==> config.mk <==
export PLATFORM = sky130hd
export DESIGN_NAME = dhte_ctrl
export DESIGN_NICKNAME = d
export VERILOG_FILES = /design/src/sv/dhte_pkg.sv /design/src/sv/dhte_ctrl.sv
export SDC_FILE = /design/constraint.sdc
export NUM_CORES = 1
export LEC_CHECK = 0
export ABC_AREA = 1
export BUFFER_PORTS_ARGS = -buffer_cell sky130_fd_sc_hd__buf_2
export CORE_MARGIN = 5
export CORE_UTILIZATION = 45
export DETAILED_ROUTE_END_ITERATION = 8
export PLACE_DENSITY = 0.72
export SLEW_MARGIN = 30
export SYNTH_ARGS = -nofsm -noshare
export SYNTH_HDL_FRONTEND = slang
export SYNTH_SLANG_ARGS = --single-unit
==> constraint.sdc <==
create_clock -name clk -period 1.9 [get_ports clk]
set_clock_uncertainty 0.2 [all_clocks]
set_input_delay 0.19 -clock clk [delete_from_list [all_inputs] [get_ports clk]]
set_output_delay 0.19 -clock clk [all_outputs]
set_load 0.05 [all_outputs]
==> src/sv/dhte_pkg.sv <==
// ----------------------------------------------------------------------------
// dhte_pkg
// Widths, codes and controller/datapath bundles of the hash table engine.
// ----------------------------------------------------------------------------
package dhte_pkg;

  localparam int CAPACITY   = 128;
  localparam int IDX_W      = $clog2(CAPACITY);
  localparam int CNT_W      = $clog2(CAPACITY + 1);
  localparam int KEY_W      = 31;
  localparam int AGE_W      = 8;
  localparam int CMD_W      = 3;
  localparam int STATUS_W   = 3;
  localparam int SIZE_W     = 8;
  localparam int PRIME_W    = 7;
  localparam int MEAN_W     = 8;
  localparam int CFG_IDX_W  = 1;
  localparam int CFG_DATA_W = 8;
  localparam int SUM_W      = AGE_W + IDX_W + 1;
  localparam int DIV_W      = KEY_W;
  localparam int DIVS_W     = SIZE_W;

  // register indexes
  localparam logic [CFG_IDX_W-1:0] REG_TABLE_SIZE = 1'd0;
  localparam logic [CFG_IDX_W-1:0] REG_STEP_PRIME = 1'd1;

  // commands
  localparam logic [CMD_W-1:0] CMD_INSERT  = 3'd0;
  localparam logic [CMD_W-1:0] CMD_SEARCH  = 3'd1;
  localparam logic [CMD_W-1:0] CMD_UPDATE  = 3'd2;
  localparam logic [CMD_W-1:0] CMD_DELETE  = 3'd3;
  localparam logic [CMD_W-1:0] CMD_AVERAGE = 3'd4;

  // result status
  localparam logic [STATUS_W-1:0] ST_DONE  = 3'd0;
  localparam logic [STATUS_W-1:0] ST_FOUND = 3'd1;
  localparam logic [STATUS_W-1:0] ST_MISS  = 3'd2;
  localparam logic [STATUS_W-1:0] ST_FULL  = 3'd3;
  localparam logic [STATUS_W-1:0] ST_NONE  = 3'd4;

  // slot marks
  localparam logic [1:0] MARK_EMPTY = 2'd0;
  localparam logic [1:0] MARK_USED  = 2'd1;
  localparam logic [1:0] MARK_TOMB  = 2'd2;

  typedef struct packed {
    logic [1:0]       mark;
    logic [KEY_W-1:0] key;
    logic [AGE_W-1:0] age;
  } entry_t;

  typedef enum logic [1:0] {DIV_HOME, DIV_PRIME, DIV_STEP, DIV_MEAN} div_sel_t;

  typedef enum logic [2:0] {RES_HIT, RES_MISS, RES_BAD, RES_NONE, RES_MEAN} res_kind_t;

  // controller -> datapath
  typedef struct packed {
    logic      item_ld;
    logic      div_start;
    div_sel_t  div_sel;
    logic      home_ld;
    logic      step_p_ld;
    logic      step_n_ld;
    logic      probe_adv;
    logic      slot_wr;
    logic      scan_sel;
    logic      avg_clr;
    logic      avg_adv;
    logic      out_ld;
    res_kind_t res_kind;
  } ctrl_cmd_t;

  // datapath -> controller
  typedef struct packed {
    logic [CMD_W-1:0] cmd;
    logic             div_done;
    logic             walk_end;
    logic             slot_hit;
    logic             slot_empty;
    logic             scan_end;
    logic             count_zero;
    logic             out_free;
  } dp_stat_t;

endpackage

==> src/sv/dhte_ctrl.sv <==
// ----------------------------------------------------------------------------
// dhte_ctrl
// Command sequencer: hashing, probe walk, average scan and result hand-off.
// ----------------------------------------------------------------------------
module dhte_ctrl import dhte_pkg::*; (
  input  logic      clk,
  input  logic      rst_n,
  input  logic      in_valid,
  output logic      in_ready,
  input  dp_stat_t  stat,
  output ctrl_cmd_t ctrl
);

  typedef enum logic [3:0] {
    S_IDLE, S_DISPATCH, S_HOME_WAIT, S_PRIME_WAIT, S_STEP_START, S_STEP_WAIT,
    S_PROBE_RD, S_PROBE_CHK, S_AVG_RD, S_AVG_CHK, S_MEAN_WAIT, S_RESP
  } state_t;

  state_t    state_r, state_nxt;
  res_kind_t res_kind_r, res_kind_nxt;

  always_comb begin
    state_nxt     = state_r;
    res_kind_nxt  = res_kind_r;
    ctrl          = '0;
    ctrl.div_sel  = DIV_HOME;
    ctrl.res_kind = res_kind_r;
    in_ready      = state_r == S_IDLE;

    case (state_r)
      S_IDLE: begin
        if (in_valid) begin
          ctrl.item_ld = 1'b1;
          state_nxt    = S_DISPATCH;
        end
      end
      S_DISPATCH: begin
        case (stat.cmd)
          CMD_INSERT, CMD_SEARCH, CMD_UPDATE, CMD_DELETE: begin
            ctrl.div_start = 1'b1;
            ctrl.div_sel   = DIV_HOME;
            state_nxt      = S_HOME_WAIT;
          end
          CMD_AVERAGE: begin
            ctrl.avg_clr = 1'b1;
            state_nxt    = S_AVG_RD;
          end
          default: begin
            res_kind_nxt = RES_BAD;
            state_nxt    = S_RESP;
          end
        endcase
      end
      // home slot = key mod n
      S_HOME_WAIT: begin
        if (stat.div_done) begin
          ctrl.home_ld   = 1'b1;
          ctrl.div_start = 1'b1;
          ctrl.div_sel   = DIV_PRIME;
          state_nxt      = S_PRIME_WAIT;
        end
      end
      // step = p - key mod p
      S_PRIME_WAIT: begin
        ctrl.div_sel = DIV_PRIME;
        if (stat.div_done) begin
          ctrl.step_p_ld = 1'b1;
          state_nxt      = S_STEP_START;
        end
      end
      // step register now holds p - key mod p; reduce it mod n
      S_STEP_START: begin
        ctrl.div_start = 1'b1;
        ctrl.div_sel   = DIV_STEP;
        state_nxt      = S_STEP_WAIT;
      end
      S_STEP_WAIT: begin
        ctrl.div_sel = DIV_STEP;
        if (stat.div_done) begin
          ctrl.step_n_ld = 1'b1;
          state_nxt      = S_PROBE_RD;
        end
      end
      S_PROBE_RD: begin
        if (stat.walk_end) begin
          res_kind_nxt = RES_MISS;
          state_nxt    = S_RESP;
        end else begin
          state_nxt = S_PROBE_CHK;
        end
      end
      S_PROBE_CHK: begin
        if (stat.slot_hit) begin
          ctrl.slot_wr = stat.cmd != CMD_SEARCH;
          res_kind_nxt = RES_HIT;
          state_nxt    = S_RESP;
        end else if (stat.cmd != CMD_INSERT && stat.slot_empty) begin
          res_kind_nxt = RES_MISS;
          state_nxt    = S_RESP;
        end else begin
          ctrl.probe_adv = 1'b1;
          state_nxt      = S_PROBE_RD;
        end
      end
      S_AVG_RD: begin
        ctrl.scan_sel = 1'b1;
        if (stat.scan_end) begin
          if (stat.count_zero) begin
            res_kind_nxt = RES_NONE;
            state_nxt    = S_RESP;
          end else begin
            ctrl.div_start = 1'b1;
            ctrl.div_sel   = DIV_MEAN;
            state_nxt      = S_MEAN_WAIT;
          end
        end else begin
          state_nxt = S_AVG_CHK;
        end
      end
      S_AVG_CHK: begin
        ctrl.avg_adv = 1'b1;
        state_nxt    = S_AVG_RD;
      end
      S_MEAN_WAIT: begin
        if (stat.div_done) begin
          res_kind_nxt = RES_MEAN;
          state_nxt    = S_RESP;
        end
      end
      S_RESP: begin
        if (stat.out_free) begin
          ctrl.out_ld = 1'b1;
          state_nxt   = S_IDLE;
        end
      end
      default: state_nxt = S_IDLE;
    endcase
  end

  always_ff @(posedge clk) begin
    if (!rst_n) begin
      state_r    <= S_IDLE;
      res_kind_r <= RES_BAD;
    end else begin
      state_r    <= state_nxt;
      res_kind_r <= res_kind_nxt;
    end
  end

endmodule

==> qor.yml, run 1 <==
run_status:
  status: "complete, no violations"
critical_path:
  rr_worst_depth: 8
  start_kind: "flop"
  worst_setup_path_end_kind: "primary output"
  crit_type: "reg2out"
  crit_required_ns: 1.51
  worstPathArrival_ns: 1.44
  cp_cell_sequence: "inv_2 -> nand2_2 -> nor2_4 -> nand2_1 -> o21ai_2 -> a21oi_1 -> o21ai_1 -> buf_6"
  slowest_delay_ns: 0.37
  cp_max_fo: 9
  slowest_stage: "dfxtp_4"
pwr:
  switching_share: 0.6037
  p_int_mw: 0.6497
  power_density_nw_per_um2: 1632
  power_frac_seq: 0.177
  combPwrFrac: 0.737
  power_switching_mw: 0.9900
  ir_worst_vdd_mv: 1.180
  p_leak_nw: 0.5586
  clockPowerShare: 0.085
global_routing:
  grt_max_degree: 10
  grt_pass1_vias: 905
  grt_antenna_before_repair: 0
  grt_pass1_wl_um: 3670
  track_usage: 0.1799
  grt_overflow: 0
cells_and_area:
  n_fill_cell: 147
  final_cells: 193
  nets: 191
  drive_gt1_frac: 0.3333
  utilization: 0.6593
  multi_input_area_um2: 535.5
  syn_to_final_growth_pct: 38.93
  insertedDiodeCount: 0
  regArea_um2: 150.1
routing:
  drtIter0Drc: 40
  avgViaCountPerCell: 5.228
  highest_layer: "met4"
  avgRoutedWirePerCell_um: 12.00
  wl_met2_um: 1142
  firstDrtPassIters: 5
  num_vias: 1009
  antenna_left: 0
  wl_met3_um: 179
  drt-met1-wl_um: 954
  wl_um: 2316
  drc_errors: 0
sta:
  slew_violations: 0
  hold_viol_final: 0
  tns_ns: 0
  fin_crit_sh: 0.9617
  max_freq_ghz: 0.5473
  finalSetupViolations: 0
  min_period_ns: 1.827
  max_slew_margin: 0.8128
  tightest_slew_ns: 0.2778
yosys:
  syn_nets: 155
  syn_area_um2: 723.2
  ys_warn_count: 0
  synth_seq_cells: 7
  synthCells: 142
  ys_seq_area_frac: 0.1938
  syn_avg_cell_area_um2: 5.093
  synth_cell_types: 16
place:
  io_buffers: 29
  gp_congestion: 0.9096
  dpl.hpwl_um: 1810
  dpl.cell_count: 186
job:
  drv_cap: 0
floorplanning:
  die_height_um: 50.09
  dieArea_um2: 2509
  initial_core_util: 0.4745
  placementRows: 14
  die_width_um: 50.09
  core_area_um2: 1524
  io_pins: 30
clock_network:
  clk_latency_ns: 0.26
  numCtsBuffers: 3
  cts_root_buf: "clkbuf_4"
  cts_buffer_depth: 2
  clk_pin_slew_ns: 0.06
  clock_sinks: 7
  cts_tree: "yes"
  htree_levels: 1
worst_hold_path:
  hold_path_class: "in2reg"
  whs_path_depth: 4
==> placed cells by master (no fill, tap or decap) <==
master and n:
o21ai_2 1, dlygate4sd3_1 1, nor2_2 7, o21ai_1 2, buf_4 3, dfxtp_4 2
nand2_1 50, nor3_1 2, nor2_4 3, inv_1 14, nor2_1 16, nand3b_1 1
dfxtp_2 2, dfxtp_1 3, buf_6 4, o21ai_0 4, nand3_1 13, inv_2 6
a311oi_2 1, clkbuf_4 3, nand2_2 3, buf_2 24, a21oi_1 11, clkbuf_1 1
==> Yosys cell counts <==
master	n	share of area
a21oi_1	11	0.076
nand3_1	13	0.090
a311oi_1	1	0.012
inv_1	15	0.078
dfxtp_1	7	0.19
nand2_1	52	0.27
o21ai_0	5	0.035
o21ai_1	2	0.014
nand2_2	1	0.0087
nor2_1	19	0.099
nor2_4	1	0.016
nand3b_1	1	0.010
inv_2	5	0.026
nor3_1	2	0.014
buf_2	1	0.0069
nor2_2	6	0.052
==> critical path, delay by kind of cell, from the launching register on <==
family / cells / cell delay, ns
AO/OA/AOI/OAI: 3 / 0.21
buffers and inverters: 2 / 0.27
AND/OR/NAND/NOR: 3 / 0.32
flip-flops: 1 / 0.37
==> flip-flops by register name, indices dropped and copies added (netlist names) <==
name        count
state_r         4
res_kind_r      3
==> path summary, 6_finish.rpt <==
| path | startpoint | to | slack, ns |
|---|---|---|---|
| max | state_r[1] | ctrl[14] | 0.07 |
| min | stat[6] | state_r[2] | 0.16 |
| max reg2reg | state_r[1] | state_r[2] | 0.27 |
| min reg2reg | res_kind_r[1] | res_kind_r[1] | 0.26 |
==> per-stage QoR <==
step / power (mW) / cell area (µm²) / setup WS (ns) / hold WS, ns
after floorplan: 1.166 / 734.5 / -0.1391 / 0.07461
after global placement: 1.387 / 894.6 / 0.1840 / 0.2212
after detailed placement: 1.390 / 894.6 / 0.1311 / 0.2281
after CTS: 1.583 / 952.2 / -0.01178 / 0.1306
after global routing: 1.781 / 1005 / -0.01294 / 0.1918
final: 1.640 / 1005 / 0.07275 / 0.1560
==> routing by layer <==
layer,vias up,GRT usage
met3,4,0.05422
met1,437,0.2200
li1,517,-
met4,0,0.05677
met2,51,0.2950
met5,-,0
==> cell families (layout without fill, tap and decap cells) <==
family          Yosys count  after routing  share of synthesized area
compound gates           19             19                     0.1367
buf+inv                  21             56                     0.1107
flops                     7              7                     0.1938
simple gates             95             95                     0.5588
==> timing repair <==
| item | CTS | global route |
|---|---|---|
| gates resized for setup | 9 | 16 |
| setup buffers | 0 | 2 |
| hold buffers | 1 | 0 |
| setup endpoints to repair | 5 | 6 |
| pin swaps | 0 | 2 |
| hold endpoints to repair | 3 | 0 |
==> power by group through the flow <==
stage | clock, mW | sequential, mW | combinational (mW)
after floorplan | 0 | 0.346 | 0.820
final | 0.140 | 0.291 | 1.21
after CTS | 0.146 | 0.280 | 1.16
after global placement | 0 | 0.272 | 1.11
after global routing | 0.157 | 0.304 | 1.32
after detailed placement | 0 | 0.277 | 1.11
==> layout make-up <==
cell class | count | share of cell area
repair buffers | 32 | 0.1968
well taps | 16 | 0.01993
clock buffers | 4 | 0.02615
flip-flops and latches | 7 | 0.1494
inverters | 20 | 0.07472
multi-input cells | 114 | 0.5330
(Power assumes the default switching activity.)
==> inputs of run 2 (changes only) <==
--- a/config.mk
+++ b/config.mk
@@ -8,9 +8,10 @@
 export ABC_AREA = 1
 export BUFFER_PORTS_ARGS = -buffer_cell sky130_fd_sc_hd__buf_2
 export CORE_MARGIN = 5
-export CORE_UTILIZATION = 45
+export CORE_UTILIZATION = 34
+export CTS_BUF_LIST = sky130_fd_sc_hd__clkbuf_8
 export DETAILED_ROUTE_END_ITERATION = 8
-export PLACE_DENSITY = 0.72
+export PLACE_DENSITY = 0.56
 export SLEW_MARGIN = 30
 export SYNTH_ARGS = -nofsm -noshare
 export SYNTH_HDL_FRONTEND = slang
==> constraint.sdc (replaced) <==
create_clock -name clk -period 1.9 [get_ports clk]
set_clock_uncertainty 0.2 [all_clocks]
set_input_delay 0.19 -clock clk [delete_from_list [all_inputs] [get_ports clk]]
set_output_delay 0.19 -clock clk [all_outputs]
set_load 0.1 [all_outputs]
==> run 2 against run 1 <==
Effect of this change: combinational power is 65% higher; count of clock-buffer cells in the layout fell by 1; wire length up 9.3%; worst hold slack improved by 0.035 ns; critical path type unchanged.
==> qor.yml, run 2 (synthesis results as in run 1) <==
critical_path:
  path_buf_inv: 2
  rr_worst_depth: 9
  cpLargestDelayFamily: "simple AND/OR/NAND/NOR gates"
  worst_setup_path_end_kind: "primary output"
  cp_max_fo: 6
  path_depth: 6
  r2r_end: "res_kind_r[2]"
  slowest_stage: "dfxtp_2"
  r2r_start: "state_r[3]"
  crit_path_start: "state_r[3]"
  crit_required_ns: 1.51
  worstPathArrival_ns: 1.45
  slowest_delay_ns: 0.35
  rrSetupSlack_ns: 0.20
  start_kind: "flop"
  crit_path_end: "ctrl[5]"
  crit_type: "reg2out"
  cp_cell_sequence: "inv_2 -> nand2_1 -> nor2_4 -> nand2_1 -> nor2_4 -> buf_12"
floorplanning:
  die_height_um: 56.12
  initial_core_util: 0.3613
  dieArea_um2: 3149
  placementRows: 16
  core_area_um2: 2002
  io_pins: 30
  die_width_um: 56.12
clock_network:
  clk_pin_slew_ns: 0.04
  clk_latency_ns: 0.23
  clock_sinks: 7
  cts_buffer_depth: 2
  numCtsBuffers: 3
  htree_levels: 1
  cts_root_buf: "clkbuf_8"
  cts_tree: "yes"
global_routing:
  grt_pass1_wl_um: 4264
  grt_pass1_vias: 981
  track_usage: 0.1683
  grt_overflow: 0
  grt_max_degree: 8
  grt_antenna_before_repair: 0
sta:
  finalSetupViolations: 0
  min_period_ns: 1.838
  tns_ns: 0
  max_slew_margin: 0.6778
  fin_crit_sh: 0.9675
  tightest_slew_ns: 0.4866
  finalWorstSetupSlack_ns: 0.06173
  hold_viol_final: 0
  max_freq_ghz: 0.5440
  slew_violations: 0
job:
  drv_cap: 0
pwr:
  power_density_nw_per_um2: 1828
  ir_worst_vdd_mv: 1.334
  p_leak_nw: 0.6509
routing:
  antenna_left: 0
  num_vias: 1019
  wl_um: 2531
  drtIter0Drc: 25
  avgViaCountPerCell: 4.852
  drc_errors: 0
  firstDrtPassIters: 4
  avgRoutedWirePerCell_um: 12.05
place:
  pre_cts_ws_ns: 0.1894
  dpl.hpwl_um: 2088
  io_buffers: 29
  gp_congestion: 0.8577
cells_and_area:
  regArea_um2: 147.6
  insertedDiodeCount: 0
  top_regs: "state_r (4), res_kind_r (3)"
  final_common_cell: "nand2_1"
  final_cell_mix: "nand2_1 (46), buf_2 (16), inv_1 (14)"
  n_fill_cell: 179
  largest_register: "state_r"
  nets: 197
  syn_to_final_growth_pct: 87.89
  multi_input_area_um2: 644.4
  drive_gt1_frac: 0.4372
  largest_reg_flops: 4
run_status:
  status: "complete, no violations"
worst_hold_path:
  hold_path_class: "in2reg"
[run 2: cell count changes in the layout (fill, tap and decap cells not counted), moves of 2 or more]
cell,previous run,this run
buf_12,0,13
nand2_1,50,46
buf_6,4,0
nor2_1,16,10
buf_4,3,8
buf_2,24,16
clkbuf_4,3,0
nand2_2,3,5
clkbuf_8,0,3
nor2_4,3,9
[run 2: what timing repair did]
item	4_1_cts	5_1_grt
endpoints found under the hold margin	1	0
endpoints found under the setup margin	4	10
resized for setup	3	9
pin swaps	1	1
setup buffers	1	3
hold buffers	1	0
[run 2: worst min path at each step]
| stage | from | end | slack [ns] | cells past startpoint |
|---|---|---|---|---|
| detailed placement | rst_n | res_kind_r[1] | 0.22 | 2 |
| floorplan | rst_n | res_kind_r[1] | 0.07 | 1 |
| finish | stat[2] | state_r[1] | 0.19 | 5 |
| CTS | stat[2] | state_r[1] | 0.18 | 5 |
| global route | stat[2] | state_r[1] | 0.21 | 5 |
| global placement | rst_n | res_kind_r[1] | 0.22 | 2 |
[run 2: per-stage QoR]
stage	utilization	cells	instance area [µm²]	hold WS [ns]	total power, mW
finish	0.6788	210	1359	0.1905	2.484
global route	0.6788	210	1359	0.2109	2.630
CTS	0.6588	207	1319	0.1847	2.436
detailed placement	0.6231	201	1247	0.2243	2.197
global placement	0.6231	201	1247	0.2228	2.191
floorplan	-	142	850.8	0.07461	1.677
[run 2: layout make-up]
type | count | area share
clock inverter | 1 | 0.002762
timing repair buffer | 38 | 0.3020
inverter | 20 | 0.05709
clock buffer | 3 | 0.03039
tap | 27 | 0.02486
multi-input combinational | 114 | 0.4742
sequential | 7 | 0.1087
[run 2: metal layers]
metal / global-route usage / up-vias / routed length, µm
li1: - / 531 / -
met1: 0.1978 / 445 / 1086
met2: 0.2788 / 37 / 1228
met3: 0.06032 / 6 / 166
met4: 0.06102 / 0 / 49
met5: 0 / - / 0
[run 2: power breakdown]
part           leakage, nW  switching (mW)  internal, mW  total [mW]
combinational        0.565            1.38         0.620        2.00
clock               0.0269          0.0643         0.140       0.204
sequential          0.0593          0.0660         0.214       0.280
[run 2: tightest hold or removal path, cell delays in order]
cell,delay [ns]
buf_2,0.10
a21oi_1,0.07
nand2_1,0.06
nand2_1,0.05
a21oi_1,0.11
